### src/hdl/bhpq_pkg.sv
`default_nettype none

package bhpq_pkg;

  // field widths fixed by the interface
  localparam int unsigned KEY_W = 32;
  localparam int unsigned IDX_W = 6;
  localparam int unsigned CNT_OUT_W = 7;
  localparam int unsigned CAP_W = 7;
  localparam int unsigned CFG_W = 7;
  localparam int unsigned CFG_ADDR_W = 1;

  // defaults
  localparam int unsigned DEF_HEAP_DEPTH = 64;
  localparam logic [CAP_W-1:0] CAPACITY_RESET = 7'd64;

  // configuration register indexes
  localparam logic [CFG_ADDR_W-1:0] CFG_ORDER_MODE = 1'b0;
  localparam logic [CFG_ADDR_W-1:0] CFG_CAPACITY = 1'b1;

  // request operations
  typedef enum logic [1:0] {
    OP_INSERT  = 2'd0,
    OP_EXTRACT = 2'd1,
    OP_WRITE   = 2'd2,
    OP_REBUILD = 2'd3
  } op_e;

  // result status codes
  typedef enum logic [1:0] {
    ST_OK    = 2'd0,
    ST_FULL  = 2'd1,
    ST_EMPTY = 2'd2,
    ST_RANGE = 2'd3
  } stat_e;

  // controller to datapath commands
  typedef struct packed {
    logic  load;
    logic  up_init;
    logic  up_read;
    logic  up_move;
    logic  up_place;
    logic  ex_read;
    logic  ex_load;
    logic  dn_read;
    logic  dn_move;
    logic  dn_place;
    logic  wr_entry;
    logic  rb_init;
    logic  rb_read;
    logic  rb_load;
    logic  finish;
    stat_e status;
  } cmd_t;

  // datapath to controller status
  typedef struct packed {
    logic full;
    logic empty;
    logic idx_bad;
    logic pos_zero;
    logic up_beats;
    logic leaf;
    logic dn_beats;
    logic k_zero;
  } sts_t;

endpackage

`default_nettype wire

### src/hdl/bhpq_ram.sv
`default_nettype none

module bhpq_ram #(
  parameter int unsigned WIDTH = 32,
  parameter int unsigned DEPTH = 64
) (
  input  wire logic                     clk_i,
  input  wire logic                     we_i,
  input  wire logic [$clog2(DEPTH)-1:0] waddr_i,
  input  wire logic [WIDTH-1:0]         wdata_i,
  input  wire logic [$clog2(DEPTH)-1:0] raddr_a_i,
  input  wire logic [$clog2(DEPTH)-1:0] raddr_b_i,
  output logic      [WIDTH-1:0]         rdata_a_o,
  output logic      [WIDTH-1:0]         rdata_b_o
);

  logic [WIDTH-1:0] mem [DEPTH];

  // one write port, two registered read ports
  always_ff @(posedge clk_i) begin
    if (we_i) begin
      mem[waddr_i] <= wdata_i;
    end
    rdata_a_o <= mem[raddr_a_i];
    rdata_b_o <= mem[raddr_b_i];
  end

endmodule

`default_nettype wire

### src/hdl/bhpq_dp.sv
`default_nettype none

module bhpq_dp #(
  parameter int unsigned HEAP_DEPTH = bhpq_pkg::DEF_HEAP_DEPTH
) (
  input  wire logic                            clk_i,
  input  wire logic                            rst_ni,
  input  wire bhpq_pkg::cmd_t                  cmd_i,
  output bhpq_pkg::sts_t                       sts_o,
  input  wire logic                            order_mode_i,
  input  wire logic [bhpq_pkg::CAP_W-1:0]      capacity_i,
  input  wire logic [bhpq_pkg::KEY_W-1:0]      key_value_i,
  input  wire logic [bhpq_pkg::IDX_W-1:0]      entry_index_i,
  output logic                                 done_o,
  output logic [bhpq_pkg::KEY_W-1:0]           removed_key_o,
  output logic [1:0]                           status_o,
  output logic [bhpq_pkg::CNT_OUT_W-1:0]       entry_count_o
);

  localparam int unsigned AW = $clog2(HEAP_DEPTH);
  localparam int unsigned CW = $clog2(HEAP_DEPTH + 1);
  localparam int unsigned LW = AW + 2;
  localparam int unsigned CMPW = (CW > bhpq_pkg::CAP_W) ? CW : bhpq_pkg::CAP_W;
  localparam int unsigned IXW = (CW > bhpq_pkg::IDX_W) ? CW : bhpq_pkg::IDX_W;
  localparam logic [CMPW-1:0] DEPTH_C = CMPW'(HEAP_DEPTH);

  logic [CW-1:0] count_q, count_d;
  logic [AW-1:0] pos_q, pos_d;
  logic [AW-1:0] k_q, k_d;
  logic signed [bhpq_pkg::KEY_W-1:0] val_q, val_d;
  logic [bhpq_pkg::KEY_W-1:0] key_q;
  logic [bhpq_pkg::IDX_W-1:0] idx_q;
  logic [bhpq_pkg::KEY_W-1:0] removed_q, removed_d;
  logic done_q;
  logic [1:0] status_q;
  logic [bhpq_pkg::CNT_OUT_W-1:0] cnt_out_q;

  logic we;
  logic [AW-1:0] waddr, raddr_a, raddr_b;
  logic [bhpq_pkg::KEY_W-1:0] wdata, rdata_a, rdata_b;
  logic signed [bhpq_pkg::KEY_W-1:0] rd_a, rd_b, pick_val;

  logic [CMPW-1:0] cap;
  logic [AW-1:0] parent, k_dec, pick;
  logic [LW-1:0] lchild, rchild;
  logic r_live, sel_right;

  // true if key a belongs strictly above key b
  function automatic logic beats(input logic signed [bhpq_pkg::KEY_W-1:0] a,
                                 input logic signed [bhpq_pkg::KEY_W-1:0] b,
                                 input logic mode);
    beats = mode ? (a < b) : (a > b);
  endfunction

  bhpq_ram #(
    .WIDTH (bhpq_pkg::KEY_W),
    .DEPTH (HEAP_DEPTH)
  ) u_ram (
    .clk_i     (clk_i),
    .we_i      (we),
    .waddr_i   (waddr),
    .wdata_i   (wdata),
    .raddr_a_i (raddr_a),
    .raddr_b_i (raddr_b),
    .rdata_a_o (rdata_a),
    .rdata_b_o (rdata_b)
  );

  assign rd_a = rdata_a;
  assign rd_b = rdata_b;

  // index arithmetic
  assign parent = (pos_q - AW'(1)) >> 1;
  assign lchild = (LW'(pos_q) << 1) + LW'(1);
  assign rchild = lchild + LW'(1);
  assign k_dec = k_q - AW'(1);
  assign r_live = rchild < LW'(count_q);
  assign sel_right = r_live && !beats(rd_a, rd_b, order_mode_i);
  assign pick = sel_right ? AW'(rchild) : AW'(lchild);
  assign pick_val = sel_right ? rd_b : rd_a;

  // effective capacity is the smaller of the register and the array depth
  assign cap = (CMPW'(capacity_i) < DEPTH_C) ? CMPW'(capacity_i) : DEPTH_C;

  // status back to the controller
  always_comb begin
    sts_o.full = CMPW'(count_q) >= cap;
    sts_o.empty = count_q == '0;
    sts_o.idx_bad = IXW'(idx_q) >= IXW'(count_q);
    sts_o.pos_zero = pos_q == '0;
    sts_o.up_beats = beats(val_q, rd_a, order_mode_i);
    sts_o.leaf = lchild >= LW'(count_q);
    sts_o.dn_beats = beats(pick_val, val_q, order_mode_i);
    sts_o.k_zero = k_q == '0;
  end

  // memory read addresses
  always_comb begin
    raddr_a = '0;
    raddr_b = '0;
    if (cmd_i.up_read) begin
      raddr_a = parent;
    end else if (cmd_i.ex_read) begin
      raddr_a = '0;
      raddr_b = AW'(count_q - CW'(1));
    end else if (cmd_i.dn_read) begin
      raddr_a = AW'(lchild);
      raddr_b = AW'(rchild);
    end else if (cmd_i.rb_read) begin
      raddr_a = k_dec;
    end
  end

  // memory write port
  always_comb begin
    we = 1'b0;
    waddr = pos_q;
    wdata = val_q;
    if (cmd_i.wr_entry) begin
      we = 1'b1;
      waddr = AW'(idx_q);
      wdata = key_q;
    end else if (cmd_i.up_move) begin
      we = 1'b1;
      wdata = rd_a;
    end else if (cmd_i.dn_move) begin
      we = 1'b1;
      wdata = pick_val;
    end else if (cmd_i.up_place || cmd_i.dn_place) begin
      we = 1'b1;
    end
  end

  // working register updates
  always_comb begin
    count_d = count_q;
    pos_d = pos_q;
    k_d = k_q;
    val_d = val_q;
    removed_d = removed_q;
    if (cmd_i.load) begin
      removed_d = '0;
    end
    if (cmd_i.up_init) begin
      pos_d = AW'(count_q);
      val_d = key_q;
    end
    if (cmd_i.up_move) begin
      pos_d = parent;
    end
    if (cmd_i.up_place) begin
      count_d = count_q + CW'(1);
    end
    if (cmd_i.ex_load) begin
      removed_d = rd_a;
      val_d = rd_b;
      count_d = count_q - CW'(1);
      pos_d = '0;
    end
    if (cmd_i.dn_move) begin
      pos_d = pick;
    end
    if (cmd_i.rb_init) begin
      k_d = AW'(count_q >> 1);
    end
    if (cmd_i.rb_read) begin
      k_d = k_dec;
      pos_d = k_dec;
    end
    if (cmd_i.rb_load) begin
      val_d = rd_a;
    end
  end

  // control state: live count and result strobe
  always_ff @(posedge clk_i or negedge rst_ni) begin
    if (!rst_ni) begin
      count_q <= '0;
      done_q <= 1'b0;
    end else begin
      count_q <= count_d;
      done_q <= cmd_i.finish;
    end
  end

  // payload registers
  always_ff @(posedge clk_i) begin
    pos_q <= pos_d;
    k_q <= k_d;
    val_q <= val_d;
    removed_q <= removed_d;
    if (cmd_i.load) begin
      key_q <= key_value_i;
      idx_q <= entry_index_i;
    end
    if (cmd_i.finish) begin
      status_q <= cmd_i.status;
      cnt_out_q <= bhpq_pkg::CNT_OUT_W'(count_d);
    end
  end

  assign done_o = done_q;
  assign removed_key_o = removed_q;
  assign status_o = status_q;
  assign entry_count_o = cnt_out_q;

endmodule

`default_nettype wire

### src/hdl/bhpq_ctrl.sv
`default_nettype none

module bhpq_ctrl (
  input  wire logic           clk_i,
  input  wire logic           rst_ni,
  input  wire logic           start_i,
  input  wire logic [1:0]     operation_i,
  input  wire bhpq_pkg::sts_t sts_i,
  output bhpq_pkg::cmd_t      cmd_o,
  output logic                busy_o
);

  typedef enum logic [8:0] {
    S_IDLE     = 9'b000000001,
    S_DISPATCH = 9'b000000010,
    S_UP_CHK   = 9'b000000100,
    S_UP_EV    = 9'b000001000,
    S_EX_LD    = 9'b000010000,
    S_DN_CHK   = 9'b000100000,
    S_DN_EV    = 9'b001000000,
    S_RB_NEXT  = 9'b010000000,
    S_RB_LD    = 9'b100000000
  } state_e;

  state_e state_q, state_d;
  bhpq_pkg::op_e op_q, op_d;

  // sequencing of the heap walks
  always_comb begin
    state_d = state_q;
    op_d = op_q;
    cmd_o = '0;
    cmd_o.status = bhpq_pkg::ST_OK;
    case (state_q)
      S_IDLE: begin
        if (start_i) begin
          cmd_o.load = 1'b1;
          op_d = bhpq_pkg::op_e'(operation_i);
          state_d = S_DISPATCH;
        end
      end
      S_DISPATCH: begin
        case (op_q)
          bhpq_pkg::OP_INSERT: begin
            if (sts_i.full) begin
              cmd_o.finish = 1'b1;
              cmd_o.status = bhpq_pkg::ST_FULL;
              state_d = S_IDLE;
            end else begin
              cmd_o.up_init = 1'b1;
              state_d = S_UP_CHK;
            end
          end
          bhpq_pkg::OP_EXTRACT: begin
            if (sts_i.empty) begin
              cmd_o.finish = 1'b1;
              cmd_o.status = bhpq_pkg::ST_EMPTY;
              state_d = S_IDLE;
            end else begin
              cmd_o.ex_read = 1'b1;
              state_d = S_EX_LD;
            end
          end
          bhpq_pkg::OP_WRITE: begin
            cmd_o.finish = 1'b1;
            if (sts_i.idx_bad) begin
              cmd_o.status = bhpq_pkg::ST_RANGE;
            end else begin
              cmd_o.wr_entry = 1'b1;
            end
            state_d = S_IDLE;
          end
          bhpq_pkg::OP_REBUILD: begin
            cmd_o.rb_init = 1'b1;
            state_d = S_RB_NEXT;
          end
          default: begin
            state_d = S_IDLE;
          end
        endcase
      end
      // sift up: read parent, then move it down or place the key
      S_UP_CHK: begin
        if (sts_i.pos_zero) begin
          cmd_o.up_place = 1'b1;
          cmd_o.finish = 1'b1;
          state_d = S_IDLE;
        end else begin
          cmd_o.up_read = 1'b1;
          state_d = S_UP_EV;
        end
      end
      S_UP_EV: begin
        if (sts_i.up_beats) begin
          cmd_o.up_move = 1'b1;
          state_d = S_UP_CHK;
        end else begin
          cmd_o.up_place = 1'b1;
          cmd_o.finish = 1'b1;
          state_d = S_IDLE;
        end
      end
      S_EX_LD: begin
        cmd_o.ex_load = 1'b1;
        state_d = S_DN_CHK;
      end
      // sift down: read both children, then move the winner up or place the key
      S_DN_CHK: begin
        if (sts_i.leaf) begin
          cmd_o.dn_place = 1'b1;
          if (op_q == bhpq_pkg::OP_REBUILD) begin
            state_d = S_RB_NEXT;
          end else begin
            cmd_o.finish = 1'b1;
            state_d = S_IDLE;
          end
        end else begin
          cmd_o.dn_read = 1'b1;
          state_d = S_DN_EV;
        end
      end
      S_DN_EV: begin
        if (sts_i.dn_beats) begin
          cmd_o.dn_move = 1'b1;
          state_d = S_DN_CHK;
        end else begin
          cmd_o.dn_place = 1'b1;
          if (op_q == bhpq_pkg::OP_REBUILD) begin
            state_d = S_RB_NEXT;
          end else begin
            cmd_o.finish = 1'b1;
            state_d = S_IDLE;
          end
        end
      end
      // rebuild: walk non-leaf nodes from the last one back to the root
      S_RB_NEXT: begin
        if (sts_i.k_zero) begin
          cmd_o.finish = 1'b1;
          state_d = S_IDLE;
        end else begin
          cmd_o.rb_read = 1'b1;
          state_d = S_RB_LD;
        end
      end
      S_RB_LD: begin
        cmd_o.rb_load = 1'b1;
        state_d = S_DN_CHK;
      end
      default: begin
        state_d = S_IDLE;
      end
    endcase
  end

  // state register
  always_ff @(posedge clk_i or negedge rst_ni) begin
    if (!rst_ni) begin
      state_q <= S_IDLE;
      op_q <= bhpq_pkg::OP_INSERT;
    end else begin
      state_q <= state_d;
      op_q <= op_d;
    end
  end

  assign busy_o = state_q != S_IDLE;

endmodule

`default_nettype wire

### src/hdl/binary_heap_priority_queue_core.sv
`default_nettype none

// Binary heap priority queue of signed 32-bit keys in a RAM of HEAP_DEPTH entries.
// Request channel: drive operation_i, key_value_i and entry_index_i with start
// high; the request is taken at a clock edge where start is high and busy is low.
// Result channel: done_o is high for exactly one cycle with removed_key_o,
// status_o and entry_count_o valid; the receiver cannot stall it.
// Configuration: cfg_we_i writes cfg_wdata_i to register cfg_addr_i
// (0 order mode, 1 capacity); write only while busy is low and no result is due.
// A refused insert, an empty extract and an entry write end in dispatch; an
// insert climbs the new key from the new slot until it stops or reaches the root;
// an extract moves the last key to the root and sinks it; a rebuild sinks each
// non-leaf node in turn, from the last one back to the root.
// Each level costs a registered RAM read followed by a compare and one write.
// One request is in work at a time; the next is taken once busy falls,
// which happens in the cycle the result is shown.
// Reset empties the heap, sets max order and a capacity of 64; entry
// contents are not cleared.
module binary_heap_priority_queue_core #(
  parameter int unsigned HEAP_DEPTH = bhpq_pkg::DEF_HEAP_DEPTH
) (
  input  wire logic                                clk_i,
  input  wire logic                                rst_ni,
  input  wire logic                                start,
  output logic                                     busy,
  input  wire logic [1:0]                          operation_i,
  input  wire logic signed [bhpq_pkg::KEY_W-1:0]   key_value_i,
  input  wire logic [bhpq_pkg::IDX_W-1:0]          entry_index_i,
  output logic                                     done_o,
  output logic signed [bhpq_pkg::KEY_W-1:0]        removed_key_o,
  output logic [1:0]                               status_o,
  output logic [bhpq_pkg::CNT_OUT_W-1:0]           entry_count_o,
  input  wire logic                                cfg_we_i,
  input  wire logic [bhpq_pkg::CFG_ADDR_W-1:0]     cfg_addr_i,
  input  wire logic [bhpq_pkg::CFG_W-1:0]          cfg_wdata_i
);

  logic order_mode_q;
  logic [bhpq_pkg::CAP_W-1:0] capacity_q;
  bhpq_pkg::cmd_t cmd;
  bhpq_pkg::sts_t sts;
  logic [bhpq_pkg::KEY_W-1:0] removed_key;

  // configuration registers
  always_ff @(posedge clk_i or negedge rst_ni) begin
    if (!rst_ni) begin
      order_mode_q <= 1'b0;
      capacity_q <= bhpq_pkg::CAPACITY_RESET;
    end else if (cfg_we_i) begin
      case (cfg_addr_i)
        bhpq_pkg::CFG_ORDER_MODE: order_mode_q <= cfg_wdata_i[0];
        bhpq_pkg::CFG_CAPACITY:   capacity_q <= cfg_wdata_i[bhpq_pkg::CAP_W-1:0];
        default: begin
        end
      endcase
    end
  end

  bhpq_ctrl u_ctrl (
    .clk_i       (clk_i),
    .rst_ni      (rst_ni),
    .start_i     (start),
    .operation_i (operation_i),
    .sts_i       (sts),
    .cmd_o       (cmd),
    .busy_o      (busy)
  );

  bhpq_dp #(
    .HEAP_DEPTH (HEAP_DEPTH)
  ) u_dp (
    .clk_i         (clk_i),
    .rst_ni        (rst_ni),
    .cmd_i         (cmd),
    .sts_o         (sts),
    .order_mode_i  (order_mode_q),
    .capacity_i    (capacity_q),
    .key_value_i   (key_value_i),
    .entry_index_i (entry_index_i),
    .done_o        (done_o),
    .removed_key_o (removed_key),
    .status_o      (status_o),
    .entry_count_o (entry_count_o)
  );

  assign removed_key_o = removed_key;

  // a result always shows with the engine already free
  assert property (@(posedge clk_i) disable iff (!rst_ni) done_o |-> !busy)
    else $error("result shown while busy");

  // an accepted request makes the engine busy
  assert property (@(posedge clk_i) disable iff (!rst_ni) (start && !busy) |=> busy)
    else $error("request accepted but engine not busy");

  // failed requests never return a key
  assert property (@(posedge clk_i) disable iff (!rst_ni)
    (done_o && (status_o != bhpq_pkg::ST_OK)) |-> (removed_key_o == '0))
    else $error("nonzero key with error status");

  // the live count never passes the array depth
  assert property (@(posedge clk_i) disable iff (!rst_ni)
    done_o |-> (32'(entry_count_o) <= 32'(HEAP_DEPTH)))
    else $error("entry count above depth");

endmodule

`default_nettype wire
### config.mk
export PLATFORM = sky130hd
export DESIGN_NAME = binary_heap_priority_queue_core
export DESIGN_NICKNAME = d
export VERILOG_FILES = /design/src/hdl/bhpq_pkg.sv /design/src/hdl/bhpq_ram.sv /design/src/hdl/bhpq_dp.sv /design/src/hdl/bhpq_ctrl.sv /design/src/hdl/binary_heap_priority_queue_core.sv
export SDC_FILE = /design/constraint.sdc
export NUM_CORES = 2
export LEC_CHECK = 0
export BUFFER_PORTS_ARGS = -buffer_cell sky130_fd_sc_hd__buf_2
export CORE_ASPECT_RATIO = 0.7
export CORE_MARGIN = 1
export CORE_UTILIZATION = 40
export DETAILED_ROUTE_END_ITERATION = 8
export PLACE_DENSITY = 0.65
export SKIP_LAST_GASP = 1
export SYNTH_ARGS = -nofsm -noshare
export SYNTH_HDL_FRONTEND = slang
export SYNTH_HIERARCHICAL = 1
export SYNTH_SLANG_ARGS = --single-unit
### constraint.sdc
create_clock -name clk_i -period 7.8 [get_ports clk_i]
set_clock_uncertainty 0.1 [all_clocks]
set_input_delay 1.17 -clock clk_i [delete_from_list [all_inputs] [get_ports clk_i]]
set_output_delay 1.17 -clock clk_i [all_outputs]
set_load 0.05 [all_outputs]
==> impl_metrics.env <==
export IMPL_outcome="completed"
export IMPL_cts_buffers_inserted=211
export IMPL_fin_setup_tns_ps=0
export IMPL_comb_power_share_pct=17.3
export IMPL_critPathArrivalTime_ps=7910
export IMPL_port_buffers=94
export IMPL_syn_avg_cell_area_um2=19.1
export IMPL_wl_mm=331
export IMPL_reg2reg_depth=34
export IMPL_p_sw_share_pct=26.9
export IMPL_grt_max_degree=83
export IMPL_worstMarginPinSlew_ps=1300
export IMPL_io_pins=95
export IMPL_async_reset_ff_share_pct=1.19
export IMPL_nNetsFinal=6170
export IMPL_critPathMaxFanout=16
export IMPL_routed_via_density=6.45
export IMPL_p_int_mw=22.0
export IMPL_die_w_um=620
export IMPL_crit_path_start_kind="flop"
export IMPL_post_route_drc_count=0
export IMPL_r2r_end="u_dp/u_ram/mem[53][11]"
export IMPL_p_sw_mw=8.08
export IMPL_insertion_delay_ps=880
export IMPL_max_cap_viol_count=0
export IMPL_yosys_warnings=6
export IMPL_max_slew_margin_pct=13.3
export IMPL_ys_seq_elements=2262
export IMPL_drive_gt1_share_pct=36.3
export IMPL_avgRoutedWirePerCell_um=34.2
export IMPL_dp_hpwl_mm=232
export IMPL_place_gp_congestion=0.952
export IMPL_synth_cell_type_count=70
export IMPL_core_um2=265000
export IMPL_grt_pass1_wl_mm=472
export IMPL_syn_inst=5595
export IMPL_fin_hold_ws_ps=244
export IMPL_ys_seq_area_share_pct=62.7
export IMPL_start_util_pct=40.3
export IMPL_grtUsageTotal_pct=24.4
export IMPL_synth_edf_count=2171
export IMPL_n_fill_cell=21700
export IMPL_first_pass_iters=5
export IMPL_rsz0062_at_grt="no"
export IMPL_fmax_ghz=0.134
export IMPL_cts_htree_levels=4
export IMPL_p_clk_share_pct=35.9
export IMPL_maxSlewViolCount=0
export IMPL_path_class="reg -> reg"
export IMPL_drt_iter0_markers=9923
export IMPL_antenna_found_initial=23
export IMPL_fin_crit_ps=7470
export IMPL_grt_pass1_vias=61300
export IMPL_critPathCaptureType="flop"
export IMPL_syn_area_um2=107000
export IMPL_dieArea_um2=270000
export IMPL_finalCritPeriodShare_pct=95.8
export IMPL_p_seq_share_pct=46.9
export IMPL_setup_viol=0
export IMPL_clockRootBuffer="clkbuf_16"
export IMPL_hp_class="in -> async"
export IMPL_cp_slowest_stage_delay_ps=460
export IMPL_placed_cell_area_um2=118000
export IMPL_leakage_nw=38.1
export IMPL_clkSlewWorstSetupHoldPaths_ps=70
export IMPL_power_density_nw_per_um2=241
export IMPL_ir_drop_uv=160
export IMPL_final_antenna_net_count=0
export IMPL_crit_top_cell="buf_4"
export IMPL_die_height_um=435
export IMPL_hold_violations=0
export IMPL_vias=62500
export IMPL_final_cell_area_um2=125000
export IMPL_rr_startpoint="u_dp/u_ram/rdata_b_o[27]"
export IMPL_cts_sinks=2262
export IMPL_ys_flop_type="edfxtp_1"
export IMPL_cts_tree="done"
export IMPL_grt_overflow_total=0
export IMPL_cts_buffer_depth=4
export IMPL_area_growth_pct=16.6
export IMPL_crit_slowest_cell="or3b_2"
export IMPL_rows=158
export IMPL_syn_num_nets=5776
export IMPL_rrSetupSlack_ps=330
export IMPL_crit_required_ps=8230
flip-flops by register name, indices dropped and copies added (netlist names), 7 cells and up:
signal and count:
u_dp/removed_key_o 32, u_dp/entry_count_o 7, u_dp/u_ram/rdata_b_o 32, u_ctrl/state_q 9
u_dp/u_ram/mem 2048, capacity_q 7, u_dp/val_q 32, u_dp/u_ram/rdata_a_o 32
u_dp/count_q 7, u_dp/key_q 32
placed cells by master (no fill, tap or decap), types with 27 or more instances in the layout:
cell / count
inv_1: 115
nand2_1: 207
nor2_1: 65
clkbuf_1: 31
mux2i_1: 271
buf_12: 243
o211ai_1: 27
mux4_2: 1124
nor2b_1: 31
clkbuf_16: 216
dfxtp_1: 64
buf_4: 249
bufinv_16: 32
a21oi_1: 104
o21ai_0: 110
edfxtp_1: 2171
ha_1: 129
mux2_2: 47
clkinv_2: 41
nor3_1: 41
and2_1: 39
clkinv_1: 36
a22oi_1: 94
o22ai_1: 66
nor2_4: 69
buf_2: 94
metal layers:
| layer | wire length (um) | share of wire, % | global-route usage, % |
|---|---|---|---|
| met1 | 140000 | 42 | 38.3 |
| met2 | 142000 | 43 | 34.3 |
| met3 | 40500 | 12 | 5.55 |
| met4 | 8890 | 2.7 | 5.99 |
| met5 | 72 | 0.022 | 0 |
through the flow:
stage | cells | utilization (%) | total power [mW] | worst slack (ps)
2_1_floorplan | 5595 | - | 17.1 | 194
3_3_place_gp | 9290 | 44.3 | 19.4 | 194
3_5_place_dp | 9290 | 44.3 | 19.4 | 162
4_1_cts | 9672 | 46.9 | 30.1 | 104
5_1_grt | 9679 | 47.0 | 30.9 | 5.09
6_report | 9687 | 47.0 | 30.1 | 327
how the worst max path moves through the flow:
stage	end	from	cells after the start	slack, ps
final	u_dp/u_ram/mem[53][11]	u_dp/u_ram/rdata_b_o[27]	34	330
after global routing	u_dp/u_ram/mem[53][15]	u_dp/u_ram/rdata_b_o[27]	34	5
after CTS	u_dp/u_ram/mem[40][10]	u_dp/u_ram/rdata_b_o[27]	33	100
after detailed placement	u_dp/u_ram/mem[56][19]	u_dp/u_ram/rdata_b_o[27]	33	160
after global placement	u_dp/u_ram/mem[56][19]	u_dp/u_ram/rdata_b_o[27]	33	190
after floorplan	u_dp/u_ram/mem[0][16]	u_dp/pos_q[0]	28	190
what timing repair did:
item                       in CTS  in global routing
resized for setup               0                 23
hold buffers                    0                  0
buffers inserted                0                  5
setup endpoints to repair       0               2785
power groups by stage:
stage	clock (mW)	sequential, mW	combinational [mW]
finish	10.8	14.1	5.20
global route	11.3	14.1	5.44
CTS	10.9	14.1	5.07
detailed placement	0	14.4	5.05
global placement	0	14.4	5.03
floorplan	0	14.5	2.63
synth_stat cells, types with 10 or more instances:
cell / n / share of area (%)
a22oi_1: 94 / 0.66
mux4_2: 1124 / 24
o221ai_1: 19 / 0.16
o22ai_1: 66 / 0.39
dfrtp_1: 25 / 0.58
edfxtp_1: 2171 / 61
and2_1: 40 / 0.23
nand4_1: 24 / 0.14
nor2_1: 134 / 0.47
a21o_1: 19 / 0.13
nand2b_1: 23 / 0.13
a211oi_1: 24 / 0.17
a21oi_1: 106 / 0.50
nand2_1: 209 / 0.73
o21ai_0: 118 / 0.55
ha_1: 129 / 1.5
dfxtp_1: 64 / 1.2
mux2i_1: 277 / 2.6
o21a_1: 17 / 0.12
buf_1: 38 / 0.13
o211ai_1: 27 / 0.19
a211o_1: 20 / 0.16
mux2_2: 47 / 0.49
nor3_1: 45 / 0.21
buf_4: 73 / 0.51
xor2_1: 12 / 0.098
nand3_1: 23 / 0.11
nor4_1: 11 / 0.064
a32oi_1: 10 / 0.082
o21ai_1: 20 / 0.094
a221oi_1: 15 / 0.12
clkbuf_1: 169 / 0.59
nor2b_1: 34 / 0.20
buf_6: 19 / 0.20
xnor2_1: 15 / 0.12
buf_2: 111 / 0.52
a2bb2oi_1: 19 / 0.16
inv_1: 115 / 0.40
cell families after synthesis:
logic type	Yosys count	share of synthesized area (%)
buffers and inverters	528	2.37
AOI/OAI and AO/OA	601	3.70
muxes	1448	26.7
and+or+nand+nor	600	2.73
adders and majority gates	129	1.51
xor gates and xnor gates	27	0.221
DFF	2262	62.7
layout make-up:
cell class                      count  area [um2]  area share, %
Sequential cell                  2262       67200           53.8
Multi-Input combinational cell   2805       38500           30.8
Clock inverter                    133        1510           1.21
Tap cell                         3520        4400           3.53
Inverter                          118         443          0.355
Timing Repair Buffer              591        7280           5.83
Antenna cell                        9        22.5         0.0180
Clock buffer                      249        5540           4.44
worst max-delay path, delay by kind of cell, from the launching register on:
family                     cells  cell delay [ps]
buffers and inverters          9             1510
muxes                          3              890
adders and majority gates      2              610
and+or+nand+nor               10             2020
AOI/OAI and AO/OA             10             1620
DFF                            1              340
(Power assumes the default switching activity.)
